<file path="config.mk">
export PLATFORM = sky130hd
export DESIGN_NAME = bbf_scan_flat
export DESIGN_NICKNAME = d
export VERILOG_FILES = /design/src/sv/bbf_pkg.sv /design/src/sv/bbf_intf.sv /design/src/sv/bbf_scan.sv /design/src/flat_wrapper.sv
export SDC_FILE = /design/constraint.sdc
export NUM_CORES = 1
export LEC_CHECK = 0
export BUFFER_PORTS_ARGS = -buffer_cell sky130_fd_sc_hd__buf_4
export CAP_MARGIN = 20
export CORE_AREA = 2 2 154 156
export DETAILED_ROUTE_END_ITERATION = 10
export DIE_AREA = 0 0 156 158
export GPL_ROUTABILITY_DRIVEN = 0
export PLACE_DENSITY = 0.66
export SLEW_MARGIN = 25
export SYNTH_ARGS = -nofsm -noshare
export SYNTH_HDL_FRONTEND = slang
export SYNTH_SLANG_ARGS = --single-unit
</file>
<file path="constraint.sdc">
create_clock -name clock -period 5.5 [get_ports clock]
set_input_delay 1.65 -clock clock [delete_from_list [all_inputs] [get_ports clock]]
set_output_delay 1.65 -clock clock [all_outputs]
set_load 0.02 [all_outputs]
</file>
<file path="src/sv/bbf_pkg.sv">
// Shared types and constants for the bit string forwarding engine.
// No dependencies; every other file imports this package.
package bbf_pkg;

   localparam int BITS_W = 64;
   localparam int IDX_W  = 6;
   localparam int ENT_W  = 20;
   localparam int CFG_W  = 7;

   localparam logic CSR_LOCAL_ID     = 1'b0;
   localparam logic CSR_ROUTER_COUNT = 1'b1;

   localparam logic MODE_WRITE   = 1'b0;
   localparam logic MODE_FORWARD = 1'b1;

   typedef enum logic [1:0] {
      KIND_FWD   = 2'd0,
      KIND_LOCAL = 2'd1,
      KIND_ERR   = 2'd2
   } kind_type;

   typedef struct packed {
      logic              mode;
      logic [IDX_W-1:0]  entry_index;
      logic              path_slot;
      logic              two_paths;
      logic [BITS_W-1:0] forward_mask;
      logic [BITS_W-1:0] packet_bits;
      logic [ENT_W-1:0]  entropy;
   } req_type;

   typedef struct packed {
      kind_type          kind;
      logic [IDX_W-1:0]  router_index;
      logic              chosen_slot;
      logic [BITS_W-1:0] copy_bits;
      logic              last;
   } rsp_type;

   typedef struct packed {
      logic             addr;
      logic [CFG_W-1:0] wdata;
   } csr_type;

   typedef struct packed {
      logic [CFG_W-1:0] local_id;
      logic [CFG_W-1:0] router_count;
   } cfg_type;

   typedef struct packed {
      logic              en;
      logic [IDX_W-1:0]  entry;
      logic              slot;
      logic              two_paths;
      logic [BITS_W-1:0] mask;
   } tbl_wr_type;

   typedef struct packed {
      logic             en;
      logic [IDX_W-1:0] entry;
      logic             local_sel;
      logic             pick;
   } tbl_rd_type;

   typedef struct packed {
      logic [BITS_W-1:0] mask;
      logic              slot;
   } tbl_dat_type;

endpackage

</file>
<file path="src/sv/bbf_intf.sv">
// Valid/ready channel interfaces for request, response and CSR beats.
// Depends on bbf_pkg for the payload types.
interface bbf_req_if import bbf_pkg::*; ();
   logic    valid;
   logic    ready;
   req_type data;
   modport source (output valid, output data, input ready);
   modport sink (input valid, input data, output ready);
endinterface

interface bbf_rsp_if import bbf_pkg::*; ();
   logic    valid;
   logic    ready;
   rsp_type data;
   modport source (output valid, output data, input ready);
   modport sink (input valid, input data, output ready);
endinterface


</file>
<file path="src/sv/bbf_scan.sv">
// Bit scan sequencer: walks the packet bit string, reads the table per mapped
// set bit and loads the response register. Depends on bbf_pkg and bbf_intf.
module bbf_scan import bbf_pkg::*; #(
   parameter int MAX_ROUTERS = 64
) (
   input  logic        clock,
   input  logic        reset,
   bbf_req_if.sink     req_if,
   bbf_rsp_if.source   rsp_if,
   input  cfg_type     cfg,
   output tbl_wr_type  tbl_wr,
   output tbl_rd_type  tbl_rd,
   input  tbl_dat_type tbl_dat
);

   typedef enum logic [2:0] {
      ST_IDLE = 3'b001,
      ST_SCAN = 3'b010,
      ST_EMIT = 3'b100
   } state_type;

   state_type         state_ff, state_in;
   logic [BITS_W-1:0] bits_ff, bits_in;
   logic [IDX_W-1:0]  idx_ff, idx_in;
   logic              pick_ff, pick_in;
   kind_type          kind_ff, kind_in;
   logic              rsp_valid_ff, rsp_valid_in;
   rsp_type           rsp_data_ff, rsp_data_in;

   logic [IDX_W:0]    idx_ext;
   logic              is_err;
   logic              is_local;
   logic              rsp_free;
   logic              at_end;
   logic [BITS_W-1:0] new_bits;
   logic [BITS_W-1:0] above;
   logic              done;

   always_comb begin
      idx_ext  = {1'b0, idx_ff};
      is_err   = (idx_ext >= cfg.router_count) || (idx_ext >= (IDX_W+1)'(MAX_ROUTERS));
      is_local = (cfg.local_id != '0) && (idx_ext == cfg.local_id - CFG_W'(1));
      rsp_free = !rsp_valid_ff || rsp_if.ready;
      at_end   = (idx_ff == IDX_W'(BITS_W - 1));
      new_bits = bits_ff & ~tbl_dat.mask;
      above    = ({BITS_W{1'b1}} << idx_ff) << 1;
      done     = (new_bits & above) == '0;

      state_in     = state_ff;
      bits_in      = bits_ff;
      idx_in       = idx_ff;
      pick_in      = pick_ff;
      kind_in      = kind_ff;
      rsp_valid_in = rsp_valid_ff && !rsp_if.ready;
      rsp_data_in  = rsp_data_ff;
      tbl_wr       = '0;
      tbl_rd       = '0;

      unique case (state_ff)
         ST_IDLE: begin
            if (req_if.valid) begin
               if (req_if.data.mode == MODE_WRITE) begin
                  tbl_wr.en        = 1'b1;
                  tbl_wr.entry     = req_if.data.entry_index;
                  tbl_wr.slot      = req_if.data.path_slot;
                  tbl_wr.two_paths = req_if.data.two_paths;
                  tbl_wr.mask      = req_if.data.forward_mask;
               end else begin
                  bits_in  = req_if.data.packet_bits;
                  pick_in  = req_if.data.entropy[0];
                  idx_in   = '0;
                  state_in = ST_SCAN;
               end
            end
         end
         ST_SCAN: begin
            if (bits_ff[idx_ff]) begin
               if (is_err) begin
                  kind_in = KIND_ERR;
               end else begin
                  tbl_rd.en        = 1'b1;
                  tbl_rd.entry     = idx_ff;
                  tbl_rd.local_sel = is_local;
                  tbl_rd.pick      = pick_ff;
                  kind_in          = is_local ? KIND_LOCAL : KIND_FWD;
               end
               state_in = ST_EMIT;
            end else if (at_end) begin
               state_in = ST_IDLE;
            end else begin
               idx_in = idx_ff + IDX_W'(1);
            end
         end
         ST_EMIT: begin
            if (rsp_free) begin
               rsp_valid_in             = 1'b1;
               rsp_data_in.router_index = idx_ff;
               rsp_data_in.kind         = kind_ff;
               rsp_data_in.chosen_slot  = 1'b0;
               rsp_data_in.copy_bits    = '0;
               if (kind_ff == KIND_ERR) begin
                  rsp_data_in.last = 1'b1;
                  state_in         = ST_IDLE;
               end else begin
                  if (kind_ff == KIND_FWD) begin
                     rsp_data_in.chosen_slot = tbl_dat.slot;
                     rsp_data_in.copy_bits   = bits_ff & tbl_dat.mask;
                  end
                  rsp_data_in.last = done;
                  bits_in          = new_bits;
                  if (done) begin
                     state_in = ST_IDLE;
                  end else begin
                     idx_in   = idx_ff + IDX_W'(1);
                     state_in = ST_SCAN;
                  end
               end
            end
         end
         default: begin
            state_in = ST_IDLE;
         end
      endcase
   end

   always_ff @(posedge clock) begin
      if (reset) begin
         state_ff     <= ST_IDLE;
         rsp_valid_ff <= 1'b0;
      end else begin
         state_ff     <= state_in;
         rsp_valid_ff <= rsp_valid_in;
      end
   end

   always_ff @(posedge clock) begin
      bits_ff     <= bits_in;
      idx_ff      <= idx_in;
      pick_ff     <= pick_in;
      kind_ff     <= kind_in;
      rsp_data_ff <= rsp_data_in;
   end

   assign req_if.ready = (state_ff == ST_IDLE);
   assign rsp_if.valid = rsp_valid_ff;
   assign rsp_if.data  = rsp_data_ff;

endmodule

</file>
<file path="src/flat_wrapper.sv">
// flat-port wrapper written by rule: the top's interface ports become plain ports
module bbf_scan_flat import bbf_pkg::*;
#(
   parameter int MAX_ROUTERS = 64
)
  (clock, reset, cfg, tbl_wr, tbl_rd, tbl_dat, req_if_valid, req_if_data, req_if_ready, rsp_if_valid, rsp_if_data, rsp_if_ready);
  bbf_req_if req_if_i ();
  bbf_rsp_if rsp_if_i ();
  input  logic clock;
  input  logic reset;
  input  cfg_type cfg;
  output tbl_wr_type tbl_wr;
  output tbl_rd_type tbl_rd;
  input  tbl_dat_type tbl_dat;
  input wire logic [$bits(req_if_i.valid)-1:0] req_if_valid;
  input wire logic [$bits(req_if_i.data)-1:0] req_if_data;
  output wire logic [$bits(req_if_i.ready)-1:0] req_if_ready;
  output wire logic [$bits(rsp_if_i.valid)-1:0] rsp_if_valid;
  output wire logic [$bits(rsp_if_i.data)-1:0] rsp_if_data;
  input wire logic [$bits(rsp_if_i.ready)-1:0] rsp_if_ready;
  assign req_if_i.valid = req_if_valid;
  assign req_if_i.data = req_if_data;
  assign req_if_ready = req_if_i.ready;
  assign rsp_if_valid = rsp_if_i.valid;
  assign rsp_if_data = rsp_if_i.data;
  assign rsp_if_i.ready = rsp_if_ready;
  bbf_scan #(.MAX_ROUTERS(MAX_ROUTERS)) u_core (.clock(clock), .reset(reset), .req_if(req_if_i), .rsp_if(rsp_if_i), .cfg(cfg), .tbl_wr(tbl_wr), .tbl_rd(tbl_rd), .tbl_dat(tbl_dat));
endmodule
</file>
Word level (Yosys, flattened, before mapping)

Index checks and enable logic that the tools add are counted.

Input bits: 240
Register bits after elaboration: 151
Output and inout bits: 158
Logic and storage cells: 84

Reduce and logical (&&, ||, !) cells: 17
Bitwise operators: 5
Multiplexer cells: 32
Shift-type cells: 1
Equal/unequal tests: 14
Add/subtract/negate cells: 2
$lt $le $gt $ge: 2

Operators with widths:

| operator                | number |
|---|---|
| $mux W64                | 4 |
| $mux W73                | 3 |
| $and A64 B64 Y64        | 3 |
| $pmux W64 S2            | 1 |
| $logic_not A64 Y1       | 1 |
| $not A64 Y64            | 1 |
| $shl A64 B6 Y63 const A | 1 |
| $mux W6                 | 7 |
| $mux W9                 | 3 |
| $mux W3                 | 6 |
| $pmux W6 S3             | 1 |
| $ne A2 B2 Y1 const B    | 6 |
| $pmux W3 S3             | 1 |
| $reduce_and A8 Y1       | 1 |
| $eq A6 B7 Y1            | 1 |
| $ge A6 B7 Y1            | 1 |
| $lt A6 B7 Y1 const B    | 1 |
| $reduce_bool A7 Y1      | 1 |
| $sub A7 B1 Y7 const B   | 1 |
| $add A6 B1 Y6 const B   | 1 |
| $bmux W1 S6             | 1 |
| $eq A6 B6 Y1 const B    | 1 |
| $reduce_and A5 Y1       | 1 |
| $mux W1                 | 4 |
| 18 further kinds        | 21 |

Logic depth before layout (Yosys ltp)

Gate-level depths: netlist of run 1.

Depth in word-level cells: 8
Depth in mapped cells: 12
Depth with buffers taken out: 10

Worst setup path after synthesis of run 1

OpenSTA, ideal clock, no wires.

Path type: input-to-output
Start: input port cfg[0] (netlist bit)
End: output port tbl_rd[1] (netlist bit)
Arrival time: 3.926 ns
Slack: -0.076 ns
Data required time: 3.850 ns
Stages on the path: 8
Cell sequence: ha_1 -> nand2b_1 -> a21o_1 -> a21o_1 -> a21o_1 -> a211o_1 -> a211oi_2 -> nor3b_1

RTL lines:

| item               | line               | source |
|---|---|---|
| start: declaration | flat_wrapper.sv:11 | `input cfg_type cfg;` |
| end: declaration   | flat_wrapper.sv:13 | `output tbl_rd_type tbl_rd;` |

==> results_dict.tcl, run 1 <==
set metrics [dict create \
    final_max_slew_viol_count 0 \
    powerDensity_nw_per_um2 358 \
    cpLargestDelayFamily "compound AO/OA/AOI/OAI gates" \
    grt_pass1_vias 7692 \
    tns_ns 0 \
    synth_top_area_cell "edfxtp_1" \
    hold_violations 0 \
    p_leak_nw 5.62 \
    synthArstFlopShare 0 \
    regArea_um2 4490 \
    synth_area_leaders "edfxtp_1 51%, and2_1 6.0%, nand2b_1 5.2%, and3_1 4.9%, o21ai_0 4.4%" \
    ys_warn_count 0 \
    drc 0 \
    ant_nets 0 \
    std_cell_rows 56 \
    drtIter0Drc 715 \
    io_pins 398 \
    slew_headroom 0.402 \
    cts_buffers 17 \
    avgSynthCellArea_um2 10.3 \
    layout-drive-gt1-share 0.370 \
    clock_path_buffers 2 \
    slowest_stage "a211o_1" \
    ctsHoldBuffers 0 \
    skew_ns 0.0133 \
    cpPeakStageDelay_ns 0.32 \
    max_slew.worst_pin.slew_ns 0.896 \
    die_w_um 156 \
    root_buffer "clkbuf_16" \
    synth_ff_type "edfxtp_1" \
    place_hpwl_mm 25.6 \
    drt-pass1-iter-count 5 \
    finalNetCount 1457 \
    ys_ff_latch 151 \
    drv_cap 0 \
    syn_nets 1090 \
    synthCells 837 \
    grt_max_degree 89 \
    wl_per_cell_um 21.5 \
    reg2reg_slack_ns 1.76 \
    fill_cells 2107 \
    htree_num_levels 4 \
    die_h_um 158 \
    synth_edf_count 147 \
    min_period_ns 5.36 \
    area_growth_pct 44.4 \
    vias 8054 \
    timing.fmax_mhz 187 \
    multi_input_area_um2 3850 \
    antenna_found_initial 0 \
    worst_hold_path_type "flip-flop to flip-flop" \
    finalSetupViolCount 0 \
    port_buffers 378 \
    grt_pass1_wl_mm 46.5 \
    synth_top_area_share 0.513 \
    die_area_um2 24600 \
    final_common_cell "buf_4" \
    criticalPathCategory "input port to primary output" \
    gr-usage-met2 0.475 \
    cp_max_fo 8 \
    start_util 0.373 \
    grt_use_met3 0.0586 \
    status "complete, no violations" \
    end_kind "primary output" \
    crit_chain "buf_4, ha_1, nand2b_1, a21o_1, a21o_1, a21o_1, a211o_1, a211oi_2, buf_4, nor3b_2, buf_4" \
    vdd_drop_max_v 0.000274 \
    met1_usage 0.293 \
    ys_types 60 \
    grt-ovfl-total 0 \
    core_um2 23100 \
    fin_crit_sh 0.974 \
    finish.utilization 0.539 \
    postCtsSetupRepairBufs 0 \
    diodes 0 \
    synthesis.area_um2 8600 \
    grt_usage 0.255 \
    cp.buffers_inverters 3 \
    cp.required_ns 3.85 \
    cts.clk_slew.worst_paths_ns 0.07 \
    insertion_delay_ns 0.43 \
    cp_data_arrival_time_ns 3.71 \
    seq_area_frac_synth 0.522 \
    vias_per_cell 5.34 \
    clock_sinks 151 \
    rsz0062_at_grt "no" \
    startpoint_type "input port" \
    cts_tree "yes" \
    routed_wirelength_mm 32.4 \
    grt-busiest-layer "met2" \
    final_cell_mix "396 x buf_4, 147 x edfxtp_1, 83 x nand2_1, 83 x and2_1, 76 x o21ai_0" \
    cts_resized 0 \
]
==> power by group <==
part           total, mW  internal (mW)  switching (mW)
registers           1.69           1.51           0.184
clock network       1.24          0.726           0.510
logic               1.52          0.598           0.924
total               4.45           2.83            1.62
==> per-stage QoR <==
step	power, mW	cells	setup WS (ns)	instance area, um^2	hold WS, ns
6_report	4.45	1507	0.142	12400	0.555
5_1_grt	4.64	1507	0.0363	12400	0.559
4_1_cts	4.45	1507	0.0987	12400	0.552
3_5_place_dp	3.22	1475	0.100	11800	0.538
3_3_place_gp	3.19	1473	0.102	11800	0.537
2_1_floorplan	2.55	837	0.0885	8610	0.442
==> flip-flops by register name, indices dropped and copies added (netlist names) <==
name,cells
u_core.rsp_if.data,74
u_core.bits_ff,64
u_core.idx_ff,6
u_core.state_ff,3
u_core.kind_ff,2
u_core.pick_ff,1
u_core.rsp_if.valid,1
==> final cells by class <==
class	count	area share
timing repair buffer	399	0.244
sequential	151	0.362
clock buffer	17	0.0342
tap	290	0.0292
clock inverter	15	0.0154
multi-input combinational	617	0.310
inverter	18	0.00544
==> cells by family (layout without fill, tap and decap cells) <==
logic type,Yosys count,count (layout),synth area share
muxes,31,31,0.0391
AOI/OAI and AO/OA,170,170,0.122
DFF,151,151,0.522
xor gates and xnor gates,9,9,0.00916
and+or+nand+nor,393,393,0.253
adders and majority gates,14,14,0.0201
buffers and inverters,69,449,0.0345
==> worst paths after layout <==
check / startpoint / depth (start not counted) / to
max: cfg[0] / 11 / tbl_rd[1]
min: u_core.kind_ff[0] / 0 / u_core.rsp_if.data[72]
max reg2reg: u_core.idx_ff[3] / 7 / u_core.idx_ff[4]
min reg2reg: u_core.kind_ff[0] / 0 / u_core.rsp_if.data[72]
==> Yosys cell counts (3+ instances only) <==
| cell type | number |
|---|---|
| a211o_1 | 3 |
| a211oi_1 | 7 |
| a21o_1 | 7 |
| a21oi_1 | 23 |
| a22oi_1 | 13 |
| a311oi_1 | 4 |
| a31oi_1 | 7 |
| and2_1 | 83 |
| and3_1 | 68 |
| buf_2 | 12 |
| buf_4 | 4 |
| clkbuf_1 | 32 |
| dfxtp_1 | 4 |
| edfxtp_1 | 147 |
| ha_1 | 13 |
| inv_1 | 18 |
| mux2i_1 | 28 |
| nand2_1 | 84 |
| nand2b_1 | 71 |
| nand3_1 | 8 |
| nand4_1 | 7 |
| nor2_1 | 31 |
| nor2b_1 | 8 |
| nor3_1 | 9 |
| nor4_1 | 8 |
| o21a_1 | 5 |
| o21ai_0 | 76 |
| o22ai_1 | 4 |
| o31ai_1 | 4 |
| or2_2 | 3 |
| or3_1 | 4 |
| xnor2_1 | 5 |
| xor2_1 | 4 |
==> layer usage <==
| layer | up-vias | share of wire |
|---|---|---|
| met5 | - | 0 |
| met4 | 0 | 0.017 |
| met3 | 35 | 0.080 |
| met2 | 365 | 0.53 |
| met1 | 3882 | 0.37 |
| li1 | 3772 | - |
Power figures use the tool's default switching activity.
==> inputs of run 2 (changes only) <==
- CAP_MARGIN: 20 -> not set
- REMOVE_ABC_BUFFERS: not set -> 1
- SKIP_LAST_GASP: not set -> 1
==> run 2 against run 1 <==
  * Fmax is 1.0% lower
  * Sequential share of layout area is 0.12 points higher
  * Via count is 1.6% higher
  * Largest cell class unchanged
==> results_dict.tcl, run 2 (synthesized netlist as in run 1, its figures left out) <==
set metrics [dict create \
    cp_data_arrival_time_ns 3.76 \
    largest_reg_flops 74 \
    antenna_found_initial 3 \
    die_w_um 156 \
    wl_per_cell_um 23.6 \
    critPathMostFrequentCell "a21o_1" \
    min_period_ns 5.41 \
    port_buffers 378 \
    die_area_um2 24600 \
    seqPwrFrac 0.384 \
    tns_ns 0 \
    core_um2 23100 \
    place_hpwl_mm 27.9 \
    io_pins 398 \
    cp_max_fo 5 \
    slew_headroom 0.335 \
    cts.clk_slew.worst_paths_ns 0.07 \
    criticalPathCategory "input port to primary output" \
    powerDensity_nw_per_um2 351 \
    grt_max_degree 105 \
    drt-pass1-iter-count 5 \
    crit_chain "buf_4, ha_4, nand2b_4, a21o_1, a21o_1, a21o_1, a211o_1, a211oi_4, buf_6, and2_1, buf_6" \
    vias 8179 \
    postCtsSetupRepairBufs 0 \
    grt-ovfl-total 0 \
    p_sw_frac 0.383 \
    status "complete, no violations" \
    area_growth_pct 43.9 \
    power.internal_mw 2.68 \
    grt_pass1_wl_mm 49.9 \
    placed_cells 1471 \
    vias_per_cell 5.43 \
    p_leak_nw 5.58 \
    htree_num_levels 4 \
    final_max_slew_viol_count 0 \
    pwr-share-clk 0.254 \
    ant_nets 0 \
    cts_tree "yes" \
    cp.required_ns 3.85 \
    hold_slack_ns 0.544 \
    rsz0062_at_grt "no" \
    p_switching_mw 1.67 \
    std_cell_rows 56 \
    ctsHoldBuffers 0 \
    finalSetupViolCount 0 \
    die_h_um 158 \
    finalNetCount 1453 \
    slowest_stage "a211oi_4" \
    skew_ns 0.0128 \
    end_kind "primary output" \
    comb_power_share 0.362 \
    start_util 0.373 \
    root_buffer "clkbuf_16" \
    startpoint_type "input port" \
    vdd_drop_max_v 0.000220 \
    cpLargestDelayFamily "compound AO/OA/AOI/OAI gates" \
    hold_violations 0 \
    drv_cap 0 \
    clock_path_buffers 2 \
    fin_crit_sh 0.984 \
    finish.utilization 0.537 \
    worst_hold_path_type "flip-flop to flip-flop" \
    cts_buffers 17 \
    grt_pass1_vias 7951 \
    grt_usage 0.280 \
    cpPeakStageDelay_ns 0.39 \
    insertion_delay_ns 0.43 \
    layout-drive-gt1-share 0.369 \
    timing.fmax_mhz 185 \
    final_common_cell "buf_4" \
    cp.buffers_inverters 3 \
    stdcell_count 1505 \
    routed_wirelength_mm 35.5 \
    drc 0 \
    max_slew.worst_pin.slew_ns 0.998 \
    clock_sinks 151 \
    drtIter0Drc 688 \
    final_cell_mix "387 x buf_4, 147 x edfxtp_1, 83 x nand2_1" \
]
-- run 2: timing repair --
item                                    CTS  global route
pin swaps                                 0             2
gates resized for setup                   1            10
endpoints found under the setup margin    1             8
-- run 2: final cells by class --
cell class                      count  area [um^2]
Fill cell                        2137        10700
Clock buffer                       17          425
Clock inverter                     15          119
Multi-Input combinational cell    617         3880
Inverter                           18         67.6
Sequential cell                   151         4490
Timing Repair Buffer              395         3020
Antenna cell                        2         5.00
Tap cell                          290          363
-- run 2: per-layer routing --
| metal | GRT usage | share of wire | vias to the layer above |
|---|---|---|---|
| met5 | 0 | 0 | - |
| met4 | 0.0791 | 0.022 | 0 |
| met1 | 0.337 | 0.37 | 3915 |
| met2 | 0.485 | 0.50 | 457 |
| met3 | 0.0871 | 0.099 | 46 |
| li1 | - | - | 3761 |
-- run 2: power by group through the flow --
stage                     clock network, mW  logic, mW  registers, mW
final                                  1.11       1.57           1.67
after CTS                              1.11       1.55           1.67
after floorplan                           0      0.784           1.72
after global routing                   1.16       1.68           1.69
after detailed placement                  0       1.53           1.69
after global placement                    0       1.52           1.68
-- run 2: worst reg2reg max path: cells and delay by family (launching register included) --
family,cells,cell delay [ns]
compound gates,4,1.00
buf+inv,1,0.31
flops,1,0.96
simple gates,3,1.13
-- run 2: path summary, 6_finish.rpt --
kind / startpoint / endpoint / slack (ns) / cells after the start
setup / recovery: cfg[0] / tbl_rd[4] / 0.09 / 11
hold / removal: u_core.kind_ff[0] / u_core.rsp_if.data[72] / 0.54 / 0
setup reg to reg: u_core.idx_ff[4] / u_core.idx_ff[0] / 1.79 / 8
hold reg to reg: u_core.kind_ff[0] / u_core.rsp_if.data[72] / 0.54 / 0
-- run 2: through the flow --
step	instance area, um^2	total power, mW	setup slack, ns
after global routing	12400	4.53	0.0573
after floorplan	8370	2.50	-0.0760
after detailed placement	11800	3.22	0.0125
after CTS	12300	4.32	0.0358
final	12400	4.35	0.0863
after global placement	11700	3.20	0.0424
==> inputs of run 3 (changes only) <==
- SETUP_SLACK_MARGIN: not set -> 0.1
==> run 3 against run 2 <==
  * Fmax rose by 0.91%
  * Non-clock buffer count did not move
  * Register-to-register slack got worse by 0.05 ns
==> results_dict.tcl, run 3 (synthesized netlist as in run 1, its figures left out) <==
set metrics [dict create \
    antenna_found_initial 2 \
    max_slew.worst_pin.slew_ns 1.00 \
    fill_cells 2136 \
    vias 8231 \
    p_switching_mw 1.67 \
    worst_slack_ns 0.135 \
    status "complete, no violations" \
    clock_path_buffers 2 \
    ff2ff_path_depth 8 \
    startpoint_type "input port" \
    ant_nets 0 \
    comb_power_share 0.362 \
    vdd_drop_max_v 0.000222 \
    die_area_um2 24600 \
    routed_wirelength_mm 35.6 \
    final_max_slew_viol_count 0 \
    io_pins 398 \
    highest_layer "met4" \
    postCtsSetupRepairBufs 0 \
    die_h_um 158 \
    largest_reg_flops 74 \
    core_um2 23100 \
    cp.required_ns 3.85 \
    finish.instance_area_um2 12400 \
    min_period_ns 5.36 \
    cts.clk_slew.worst_paths_ns 0.07 \
    rsz0062_at_grt "no" \
    hold_violations 0 \
    grt_pass1_wl_mm 50.1 \
    placed_cells 1471 \
    port_buffers 378 \
    clock_sinks 151 \
    skew_ns 0.0102 \
    ctsHoldBuffers 0 \
    dr_wl_met2_mm 17.8 \
    timing.fmax_mhz 186 \
    cp-endpoint "tbl_rd[3]" \
    place_ws_ns 0.0125 \
    slew_headroom 0.331 \
    grt-ovfl-total 0 \
    wirelength_met1_mm 13.6 \
    seqPwrFrac 0.384 \
    wl_per_cell_um 23.6 \
    placed_cell_area_um2 11800 \
    final_cell_mix "385 x buf_4, 147 x edfxtp_1, 83 x nand2_1" \
    place_hpwl_mm 27.9 \
    met3WireLength_mm 3.42 \
    start_util 0.373 \
    criticalPathCategory "input port to primary output" \
    worst_hold_path_type "flip-flop to flip-flop" \
    finish.utilization 0.538 \
    grt_pass1_vias 7998 \
    die_w_um 156 \
    area_growth_pct 44.1 \
    std_cell_rows 56 \
    insertion_delay_ns 0.43 \
    critPathLaunch "cfg[0]" \
    p_leak_nw 5.59 \
    final_common_cell "buf_4" \
    drv_cap 0 \
    layout-drive-gt1-share 0.373 \
    cp_max_fo 5 \
    grt_usage 0.280 \
    cts_tree "yes" \
    finalSetupViolCount 0 \
    vias_per_cell 5.47 \
    end_kind "primary output" \
    power.internal_mw 2.68 \
    htree_num_levels 4 \
    drc 0 \
    pwr-share-clk 0.254 \
    reg2reg_slack_ns 1.74 \
    p_sw_frac 0.383 \
    powerDensity_nw_per_um2 351 \
    drt-pass1-iter-count 7 \
    grt_max_degree 105 \
    stdcell_count 1505 \
    cp_data_arrival_time_ns 3.71 \
    drtIter0Drc 726 \
    timing.rr.start "u_core.idx_ff[4]" \
    cts_buffers 17 \
    fin_crit_sh 0.975 \
    finalNetCount 1453 \
    r2r-end "u_core.idx_ff[0]" \
    root_buffer "clkbuf_16" \
]
run 3: cell counts in the layout (fill, tap and decap cells not counted):
No cell type changed its count.
run 3: worst min path at each step:
stage | startpoint | end | slack, ns | cells after the start
2_1_floorplan | u_core.kind_ff[0] | u_core.rsp_if.data[72] | 0.44 | 0
3_3_place_gp | u_core.kind_ff[0] | u_core.rsp_if.data[72] | 0.52 | 0
3_5_place_dp | u_core.kind_ff[0] | u_core.rsp_if.data[72] | 0.53 | 0
4_1_cts | u_core.kind_ff[0] | u_core.rsp_if.data[72] | 0.55 | 0
5_1_grt | u_core.kind_ff[0] | u_core.rsp_if.data[72] | 0.58 | 0
6_report | u_core.kind_ff[0] | u_core.rsp_if.data[72] | 0.56 | 0
run 3: metal layers:
metal | GRT usage | vias up
met5 | 0 | -
met4 | 0.0791 | 0
met3 | 0.0860 | 46
met2 | 0.486 | 433
met1 | 0.339 | 3988
li1 | - | 3764
run 3: final cells by class:
class / instances / area [um^2] / area share
Inverter: 18 / 67.6 / 0.00545
Tap cell: 290 / 363 / 0.0293
Multi-Input combinational cell: 617 / 3890 / 0.314
Sequential cell: 151 / 4490 / 0.363
Clock inverter: 15 / 119 / 0.00959
Antenna cell: 2 / 5.00 / 0.000404
Timing Repair Buffer: 395 / 3030 / 0.244
Clock buffer: 17 / 425 / 0.0343
run 3: metrics by stage:
| step | setup TNS [ns] | total power [mW] | hold WS [ns] |
|---|---|---|---|
| after floorplan | -0.0760 | 2.50 | 0.442 |
| after global routing | 0 | 4.54 | 0.580 |
| after global placement | 0 | 3.20 | 0.519 |
| after CTS | 0 | 4.32 | 0.548 |
| after detailed placement | 0 | 3.22 | 0.532 |
| final | 0 | 4.35 | 0.563 |
run 3: critical path, stage by stage:
cell and delay [ns]:
buf_4 0.12, ha_4 0.22, nand2b_4 0.13, a21o_1 0.15
a21o_1 0.17, a21o_1 0.16, a211o_1 0.34, a211oi_4 0.35
buf_6 0.17, and2_4 0.14, buf_6 0.11
run 3: power by group through the flow:
stage / combinational, mW / clock [mW] / sequential [mW]
detailed placement: 1.53 / 0 / 1.69
CTS: 1.55 / 1.11 / 1.67
global route: 1.68 / 1.16 / 1.69
global placement: 1.52 / 0 / 1.68
floorplan: 0.784 / 0 / 1.72
finish: 1.58 / 1.10 / 1.67
run 3: repair_timing:
item | 4_1_cts | 5_1_grt
gates resized for setup | 15 | 3
endpoints found under the hold margin | 0 | 0
pin swaps | 4 | 2
setup endpoints to repair | 7 | 8
